File: src/i2m_pkg.sv
// ----------------------------------------------------------------------------
// IP-to-MAC table package
// Shared types, codes and defaults of the IPv4-to-MAC address table.
// ----------------------------------------------------------------------------
package i2m_pkg;

  // Default number of table entries, one per cell.
  localparam int unsigned TABLE_ENTRIES_DEF = 16;

  localparam int unsigned IP_W      = 32;
  localparam int unsigned MAC_W     = 48;
  localparam int unsigned CMD_W     = 2;
  localparam int unsigned STATUS_W  = 2;

  // Stream payload widths, padded to whole bytes.
  localparam int unsigned IN_RAW_W  = CMD_W + IP_W + MAC_W;
  localparam int unsigned IN_DATA_W = ((IN_RAW_W + 7) / 8) * 8;
  localparam int unsigned OUT_RAW_W  = 1 + MAC_W + STATUS_W;
  localparam int unsigned OUT_DATA_W = ((OUT_RAW_W + 7) / 8) * 8;

  // Command codes.
  typedef enum logic [CMD_W-1:0] {
    CMD_INSERT = 2'd0,
    CMD_LOOKUP = 2'd1,
    CMD_DELETE = 2'd2
  } i2m_cmd_e;

  // Result status codes.
  typedef enum logic [STATUS_W-1:0] {
    ST_DONE     = 2'd0,
    ST_FULL     = 2'd1,
    ST_NOTFOUND = 2'd2
  } i2m_status_e;

  // One table entry as it moves between cells.
  typedef struct packed {
    logic             valid;
    logic [IP_W-1:0]  ip;
    logic [MAC_W-1:0] mac;
  } i2m_entry_t;

  // Search result carried along the chain toward cell 0.
  typedef struct packed {
    logic             hit;
    logic [MAC_W-1:0] mac;
  } i2m_carry_t;

  // Control broadcast from the sequencer to every cell.
  typedef struct packed {
    logic shift;    // insert: every cell takes its newer neighbor's entry
    logic capture;  // compare the key and latch the match flag
    logic purge;    // drop matching entries while capturing
    logic scan;     // move the search result one cell toward the front
    logic compact;  // odd-even exchange step closing holes
    logic phase;    // parity of the exchange step
  } i2m_ctrl_t;

endpackage

File: src/ip_to_mac_table_core.sv
// ----------------------------------------------------------------------------
// IP-to-MAC table core
// Bounded IPv4-to-MAC table built as a chain of cells, newest entry first.
// ----------------------------------------------------------------------------
// Each request is one command and yields one result. An insert (or an
// unknown command) is answered from the result register in the cycle
// after it is accepted; an insert into a table with room shifts all cells
// by one place toward the old end and cell 0 takes the new pair. A lookup
// or a delete compares the key in every cell at once, then moves the
// newest match down the chain to cell 0 before the result is registered.
// A delete closes the holes it leaves with odd-even exchanges between
// neighboring cells during the same pass. One command is worked on at a
// time; the result register lets the next request in while it drains.
// Reset empties the table; no clearing pass is needed.
module ip_to_mac_table_core #(
  parameter int unsigned TABLE_ENTRIES = i2m_pkg::TABLE_ENTRIES_DEF
) (
  input  logic                              clk_i,
  input  logic                              rst_ni,
  input  logic                              s_axis_tvalid_i,
  output logic                              s_axis_tready_o,
  // command [1:0], ip_address [33:2], mac_address [81:34], zero padding
  input  logic [i2m_pkg::IN_DATA_W-1:0]     s_axis_tdata_i,
  output logic                              m_axis_tvalid_o,
  input  logic                              m_axis_tready_i,
  // hit [0], mac_result [48:1], status [50:49], zero padding
  output logic [i2m_pkg::OUT_DATA_W-1:0]    m_axis_tdata_o
);

  localparam int unsigned CNT_W = $clog2(TABLE_ENTRIES);

  typedef enum logic [2:0] {
    S_IDLE = 3'b001,
    S_SCAN = 3'b010,
    S_RESP = 3'b100
  } i2m_state_e;

  i2m_state_e                    state_q, state_d;
  logic [CNT_W-1:0]              cnt_q, cnt_d;
  logic                          del_q, del_d;
  logic                          out_valid_q, out_valid_d;
  logic                          out_hit_q, out_hit_d;
  logic [i2m_pkg::MAC_W-1:0]     out_mac_q, out_mac_d;
  i2m_pkg::i2m_status_e          out_status_q, out_status_d;

  logic                          accept;
  logic                          out_free;
  logic                          full;
  i2m_pkg::i2m_cmd_e             cmd;
  logic [i2m_pkg::IP_W-1:0]      in_ip;
  logic [i2m_pkg::MAC_W-1:0]     in_mac;
  i2m_pkg::i2m_ctrl_t            ctrl;
  i2m_pkg::i2m_entry_t           new_entry;
  i2m_pkg::i2m_entry_t           entry_w [TABLE_ENTRIES];
  i2m_pkg::i2m_carry_t           carry_w [TABLE_ENTRIES];
  logic [TABLE_ENTRIES-1:0]      valid_vec;

  // Unpack the request.
  assign cmd    = i2m_pkg::i2m_cmd_e'(s_axis_tdata_i[1:0]);
  assign in_ip  = s_axis_tdata_i[33:2];
  assign in_mac = s_axis_tdata_i[81:34];

  assign out_free        = !out_valid_q || m_axis_tready_i;
  assign s_axis_tready_o = (state_q == S_IDLE) && out_free;
  assign accept          = s_axis_tvalid_i && s_axis_tready_o;
  assign full            = entry_w[TABLE_ENTRIES-1].valid;

  assign new_entry.valid = 1'b1;
  assign new_entry.ip    = in_ip;
  assign new_entry.mac   = in_mac;

  // Control broadcast to the cells.
  always_comb begin
    ctrl.shift   = accept && (cmd == i2m_pkg::CMD_INSERT) && !full;
    ctrl.capture = accept && ((cmd == i2m_pkg::CMD_LOOKUP) ||
                              (cmd == i2m_pkg::CMD_DELETE));
    ctrl.purge   = (cmd == i2m_pkg::CMD_DELETE);
    ctrl.scan    = (state_q == S_SCAN);
    ctrl.compact = (state_q == S_SCAN) && del_q;
    ctrl.phase   = cnt_q[0];
  end

  // The chain of cells, cell 0 holding the newest entry.
  for (genvar i = 0; i < TABLE_ENTRIES; i++) begin : g_cell
    i2m_pkg::i2m_entry_t prev_w;
    i2m_pkg::i2m_entry_t next_w;
    i2m_pkg::i2m_carry_t next_carry_w;

    if (i == 0) begin : g_first
      assign prev_w = new_entry;
    end else begin : g_prev
      assign prev_w = entry_w[i-1];
    end

    if (i == TABLE_ENTRIES - 1) begin : g_last
      assign next_w       = '0;
      assign next_carry_w = '0;
    end else begin : g_next
      assign next_w       = entry_w[i+1];
      assign next_carry_w = carry_w[i+1];
    end

    i2m_cell #(
      .INDEX (i)
    ) u_cell (
      .clk_i        (clk_i),
      .rst_ni       (rst_ni),
      .ctrl_i       (ctrl),
      .key_i        (in_ip),
      .prev_i       (prev_w),
      .next_i       (next_w),
      .next_carry_i (next_carry_w),
      .entry_o      (entry_w[i]),
      .carry_o      (carry_w[i])
    );

    assign valid_vec[i] = entry_w[i].valid;
  end

  // Sequencer and result register.
  always_comb begin
    state_d      = state_q;
    cnt_d        = cnt_q;
    del_d        = del_q;
    out_valid_d  = out_valid_q && !m_axis_tready_i;
    out_hit_d    = out_hit_q;
    out_mac_d    = out_mac_q;
    out_status_d = out_status_q;
    unique case (state_q)
      S_IDLE: begin
        if (accept) begin
          case (cmd) inside
            i2m_pkg::CMD_LOOKUP, i2m_pkg::CMD_DELETE: begin
              state_d = S_SCAN;
              cnt_d   = '0;
              del_d   = (cmd == i2m_pkg::CMD_DELETE);
            end
            i2m_pkg::CMD_INSERT: begin
              out_valid_d  = 1'b1;
              out_hit_d    = 1'b0;
              out_mac_d    = '0;
              out_status_d = full ? i2m_pkg::ST_FULL : i2m_pkg::ST_DONE;
            end
            default: begin
              out_valid_d  = 1'b1;
              out_hit_d    = 1'b0;
              out_mac_d    = '0;
              out_status_d = i2m_pkg::ST_DONE;
            end
          endcase
        end
      end
      S_SCAN: begin
        cnt_d = cnt_q + 1'b1;
        if (cnt_q == CNT_W'(TABLE_ENTRIES - 1)) begin
          state_d = S_RESP;
        end
      end
      S_RESP: begin
        if (out_free) begin
          state_d      = S_IDLE;
          out_valid_d  = 1'b1;
          out_hit_d    = carry_w[0].hit;
          out_mac_d    = (carry_w[0].hit && !del_q) ? carry_w[0].mac : '0;
          out_status_d = carry_w[0].hit ? i2m_pkg::ST_DONE : i2m_pkg::ST_NOTFOUND;
        end
      end
      default: begin
        state_d = S_IDLE;
      end
    endcase
  end

  always_ff @(posedge clk_i or negedge rst_ni) begin
    if (!rst_ni) begin
      state_q     <= S_IDLE;
      cnt_q       <= '0;
      del_q       <= 1'b0;
      out_valid_q <= 1'b0;
    end else begin
      state_q     <= state_d;
      cnt_q       <= cnt_d;
      del_q       <= del_d;
      out_valid_q <= out_valid_d;
    end
  end

  always_ff @(posedge clk_i) begin
    out_hit_q    <= out_hit_d;
    out_mac_q    <= out_mac_d;
    out_status_q <= out_status_d;
  end

  assign m_axis_tvalid_o = out_valid_q;
  assign m_axis_tdata_o  = {{(i2m_pkg::OUT_DATA_W - i2m_pkg::OUT_RAW_W){1'b0}},
                            out_status_q, out_mac_q, out_hit_q};

`ifndef ASSERT_OFF
  // Between commands the valid entries fill the front of the chain.
  a_contiguous: assert property (@(posedge clk_i) disable iff (!rst_ni)
    (state_q == S_IDLE) |-> $onehot({1'b0, valid_vec} + 1'b1))
    else $error("table entries are not contiguous");

  // An insert into a table with room lands in cell 0.
  a_insert_lands: assert property (@(posedge clk_i) disable iff (!rst_ni)
    (accept && (cmd == i2m_pkg::CMD_INSERT) && !full) |=> valid_vec[0])
    else $error("inserted entry missing from cell 0");

  // A reported hit always comes with a done status.
  a_hit_done: assert property (@(posedge clk_i) disable iff (!rst_ni)
    (out_valid_q && out_hit_q) |-> (out_status_q == i2m_pkg::ST_DONE))
    else $error("hit reported with a failure status");
`endif

endmodule

File: src/i2m_cell.sv
// ----------------------------------------------------------------------------
// IP-to-MAC table cell
// Holds one entry, compares it to the key and passes data to its neighbors.
// ----------------------------------------------------------------------------
module i2m_cell #(
  parameter int unsigned INDEX = 0
) (
  input  logic                          clk_i,
  input  logic                          rst_ni,
  input  i2m_pkg::i2m_ctrl_t            ctrl_i,
  input  logic [i2m_pkg::IP_W-1:0]      key_i,
  input  i2m_pkg::i2m_entry_t           prev_i,       // newer neighbor
  input  i2m_pkg::i2m_entry_t           next_i,       // older neighbor
  input  i2m_pkg::i2m_carry_t           next_carry_i,
  output i2m_pkg::i2m_entry_t           entry_o,
  output i2m_pkg::i2m_carry_t           carry_o
);

  // A cell with even parity is the left side of a pair on even steps.
  localparam logic PARITY = ((INDEX % 2) == 1) ? 1'b1 : 1'b0;

  logic                        valid_q, valid_d;
  logic [i2m_pkg::IP_W-1:0]    ip_q, ip_d;
  logic [i2m_pkg::MAC_W-1:0]   mac_q, mac_d;
  logic                        flag_q, flag_d;
  i2m_pkg::i2m_carry_t         carry_q, carry_d;
  logic                        match;

  assign match = valid_q && (ip_q == key_i);

  // Next-state logic for the entry, the match flag and the search carry.
  always_comb begin
    valid_d = valid_q;
    ip_d    = ip_q;
    mac_d   = mac_q;
    flag_d  = flag_q;
    carry_d = carry_q;
    if (ctrl_i.shift) begin
      valid_d = prev_i.valid;
      ip_d    = prev_i.ip;
      mac_d   = prev_i.mac;
    end
    if (ctrl_i.capture) begin
      flag_d  = match;
      carry_d = '0;
      if (ctrl_i.purge && match) begin
        valid_d = 1'b0;
      end
    end
    if (ctrl_i.scan) begin
      if (flag_q) begin
        carry_d.hit = 1'b1;
        carry_d.mac = mac_q;
      end else begin
        carry_d = next_carry_i;
      end
      // Exchange a hole with the valid entry behind it, keeping age order.
      if (ctrl_i.compact) begin
        if (PARITY == ctrl_i.phase) begin
          if (!valid_q && next_i.valid) begin
            valid_d = next_i.valid;
            ip_d    = next_i.ip;
            mac_d   = next_i.mac;
          end
        end else begin
          if (!prev_i.valid && valid_q) begin
            valid_d = 1'b0;
            ip_d    = prev_i.ip;
            mac_d   = prev_i.mac;
          end
        end
      end
    end
  end

  // Control state and search carry.
  always_ff @(posedge clk_i or negedge rst_ni) begin
    if (!rst_ni) begin
      valid_q <= 1'b0;
      flag_q  <= 1'b0;
      carry_q <= '0;
    end else begin
      valid_q <= valid_d;
      flag_q  <= flag_d;
      carry_q <= carry_d;
    end
  end

  // Payload.
  always_ff @(posedge clk_i) begin
    ip_q  <= ip_d;
    mac_q <= mac_d;
  end

  assign entry_o.valid = valid_q;
  assign entry_o.ip    = ip_q;
  assign entry_o.mac   = mac_q;
  assign carry_o       = carry_q;

endmodule
File: config.mk
export PLATFORM = sky130hd
export DESIGN_NAME = ip_to_mac_table_core
export DESIGN_NICKNAME = d
export VERILOG_FILES = /design/src/i2m_pkg.sv /design/src/ip_to_mac_table_core.sv /design/src/i2m_cell.sv
export SDC_FILE = /design/constraint.sdc
export NUM_CORES = 2
export LEC_CHECK = 0
export BUFFER_PORTS_ARGS = -buffer_cell sky130_fd_sc_hd__buf_2
export CAP_MARGIN = 0
export CORE_MARGIN = 8
export CORE_UTILIZATION = 50
export CTS_CLUSTER_DIAMETER = 80
export CTS_CLUSTER_SIZE = 28
export DETAILED_ROUTE_END_ITERATION = 7
export PLACE_DENSITY = 0.67
export REMOVE_ABC_BUFFERS = 1
export SLEW_MARGIN = 20
export SYNTH_ARGS = -nofsm -noshare
export SYNTH_HDL_FRONTEND = slang
export SYNTH_SLANG_ARGS = --single-unit
File: constraint.sdc
create_clock -name clk_i -period 7 [get_ports clk_i]
set_clock_uncertainty 0.1 [all_clocks]
set_input_delay 0.7 -clock clk_i [delete_from_list [all_inputs] [get_ports clk_i]]
set_output_delay 0.7 -clock clk_i [all_outputs]
set_load 0.01 [all_outputs]
==> results.md <==
* Number of setup violations in the final report at 0
* Post-CTS resize count at 0
* Leak at 40.53 nW
* Actual slew at the worst max-slew pin at 1189 ps
* Floorplan die area at 201800 um2
* Maximum level of the CTS H-tree at 3
* Critical path cell sequence: nor2b_1, nor4b_4, buf_12, nor3_4, buf_4, a221o_1
* Synth Cell Area at 93850 um2
* Fraction of registers with async set or reset after synthesis at 0.3827
* Number of synthesized flops with an enable pin at 51
* Final net count at 9796
* Final hold violations at 0
* Cells after Synth at 10.14k
* Dominant synthesized flop cell: sky130_fd_sc_hd__dfxtp_1
* Clock insertion delay at the later pin of the skew report at 790 ps
* Global-route usage over all layers at 0.2620
* Critical path type: flip-flop to flip-flop
* Total I/O pin count at 150
* Cts bufs inserted at 106
* Input/output buffers at 138
* Number of buffers between clock root and the deepest sink at 3
* Worst Hold Slack at 78.94 ps
* RSZ-0062 raised after global routing: no
* DRC at 0
* Post-detail-place hpwl at 178800 um
* Total Routed Length at 277400 um
* Row count at 159
* Number of clock sinks seen by CTS at 2156
* Element type at the critical path end: flip-flop
* Leading cell type in the layout, fill and taps excluded: sky130_fd_sc_hd__nand2_1
* Tcrit/Tclk final at 0.5779
* Overall power after layout at 28.44 mW
* Clock slew seen by the registers of the worst setup and hold paths at 110 ps
* CTS tree: built
* Total global routing overflow at 0
* Wire length of the first global-routing pass at 433800 um
* Share of layout cells above drive strength 1 at 0.05249
* Sequential area share after synthesis at 0.5094
* End-of-flow core utilization at 0.5307
* Number of detailed-route iterations in the first pass at 6
* Power density over the cells at 286.3 nW/um2
* Time the final worst path needs with I/O delays and setup at 4045 ps
* Max-Slew Margin vs Limit at 0.2013
* Area added between synthesis and finish at 5.861%
* Root cell of the clock tree: sky130_fd_sc_hd__clkbuf_16
* Violation count after the first detailed-route iteration at 8050
* Number of global-route vias before repair at 69.79k
* Design area at 99350 um2
* Data required time of the critical path at 7620 ps
* Synthesis Warnings at 0
* Final TNS setup at 0 ps
* Maxcap violations at 0
* Arrival time of data at the critical path endpoint at 4670 ps
* Routed length per instance at 22.56 um
* CP Max Fanout at 62
* Initial standard-cell utilization of the core at 0.5013
* Achievable Freq at 247.2 MHz
* Critical Path Start Type: flip-flop
* Weighted congestion reported at the end of routability-driven placement at 0.9164
* Max incr delay on CP at 910 ps
* Classification of the worst-slack hold path: input port to flip-flop
* Most frequent cells in the layout: sky130_fd_sc_hd__nand2_1 (2891), sky130_fd_sc_hd__dfxtp_1 (1280), sky130_fd_sc_hd__a22oi_1 (1022)
* Master of the slowest instance on the critical path: sky130_fd_sc_hd__nor3_4
* Post-synthesis area per instance at 9.259 um2
* Standard cell area after detailed placement at 95600 um2
* Die Height at 449.2 um
* Die span in x at 449.2 um
* Final ANT Viol Nets at 0
* Largest net degree at the start of global routing at 260
* Count of unique library cells instantiated by Yosys at 66
* Layout fillers at 16.83k
* Pins Over Slew Limit at 0
* Initial antenna violation count at 5
* Placeable core region at 187200 um2
* Via total after detailed routing at 74.27k
* Number of vias per cell at 6.042
* Synthesized flop and latch total at 2156
* Outcome: completed
* VDD IR-drop max at 0.0002398 V
-- power breakdown --
part,internal (mW),total [mW],leakage (nW),switching (mW)
Combinational,1.72,4.22,16.3,2.50
Clock,3.26,7.74,1.78,4.48
Sequential,14.2,16.5,22.4,2.31
-- cells by family (layout without fill, tap and decap cells) --
kind of cell | count (synthesis) | after routing | share of synthesized area
compound gates | 2305 | 2305 | 0.1609
xor+xnor | 503 | 503 | 0.04694
fa+ha+maj | 3 | 3 | 0.0004000
buf+inv | 824 | 477 | 0.03690
flops | 2156 | 2156 | 0.5094
mux | 891 | 891 | 0.09610
other cells | 1 | 9 | 0.00003996
simple gates | 3453 | 3453 | 0.1494
-- per-stage QoR --
stage                     instances  setup slack (ps)
after floorplan                9329            -16810
after global placement        12085              2643
after detailed placement      12086              2570
after CTS                     12287              2992
after global routing          12290              2803
final                         12292              2955
-- flip-flops by register name (all words and copies together) (netlist names) --
signal                 cells
g_cell.u_cell.carry_o    784
g_cell.u_cell.flag_q      16
g_cell.u_cell.ip_q       512
g_cell.u_cell.valid_q     16
cnt_q                      4
del_q                      1
out_mac_q                 48
m_axis_tvalid_o            1
g_cell.u_cell.mac_q      768
state_q                    3
out_hit_q                  1
out_status_q               2
-- synth_stat cells, types with 88 or more instances --
master | count | area (um2)
sky130_fd_sc_hd__a31oi_1 | 88 | 550.5
sky130_fd_sc_hd__xor2_1 | 436 | 3819
sky130_fd_sc_hd__nand2_1 | 2896 | 10870
sky130_fd_sc_hd__mux2i_1 | 811 | 8118
sky130_fd_sc_hd__o21ai_0 | 431 | 2157
sky130_fd_sc_hd__buf_2 | 200 | 1001
sky130_fd_sc_hd__dfxtp_1 | 1280 | 25620
sky130_fd_sc_hd__clkbuf_1 | 517 | 1941
sky130_fd_sc_hd__o21ai_1 | 402 | 2012
sky130_fd_sc_hd__nor4_1 | 121 | 757.0
sky130_fd_sc_hd__nor2_1 | 179 | 671.9
sky130_fd_sc_hd__dfrtp_1 | 824 | 20620
sky130_fd_sc_hd__a22oi_1 | 1022 | 7672
-- worst paths after layout --
path	slack (ps)	cells after the start	startpoint	to
setup reg to reg	2950	6	m_axis_tvalid_o	g_cell[3].u_cell.ip_q[14]
hold / removal	80	3	s_axis_tdata_i[64]	g_cell[0].u_cell.mac_q[30]
hold reg to reg	370	2	g_cell[6].u_cell.carry_o[48]	g_cell[6].u_cell.carry_o[48]
setup / recovery	2950	6	m_axis_tvalid_o	g_cell[3].u_cell.ip_q[14]
min in group asynchronous	430	2	rst_ni	g_cell[15].u_cell.carry_o[38]
max in group asynchronous	4830	3	rst_ni	g_cell[0].u_cell.carry_o[47]
-- what timing repair did --
item,in CTS,in global routing
buffers inserted,0,0
hold buffers,1,0
hold endpoints to repair,84,0
-- worst max-delay path, delay by kind of cell, from the launching register on --
family | cells | cell delay [ps]
AND/OR/NAND/NOR | 3 | 1800
AO/OA/AOI/OAI | 1 | 280
buffers and inverters | 2 | 1060
flip-flops | 1 | 510
-- metal layers --
layer	vias to the layer above	global-route usage	share of wire
met3	365	0.03243	0.078
met5	-	0	0.000094
met4	4	0.07034	0.025
met2	2987	0.3762	0.42
met1	36561	0.4132	0.48
li1	34350	-	-
-- area by class of cell --
class | instances | area (um2) | area share
Antenna cell | 4 | 10.01 | 0.0001008
Clock buffer | 130 | 2774 | 0.02792
Clock inverter | 70 | 923.4 | 0.009294
Inverter | 13 | 48.80 | 0.0004912
Multi-Input combinational cell | 7160 | 42790 | 0.4307
Sequential cell | 2156 | 47820 | 0.4814
Tap cell | 2495 | 3122 | 0.03142
Timing Repair Buffer | 264 | 1856 | 0.01868
(Power assumes the default switching activity.)
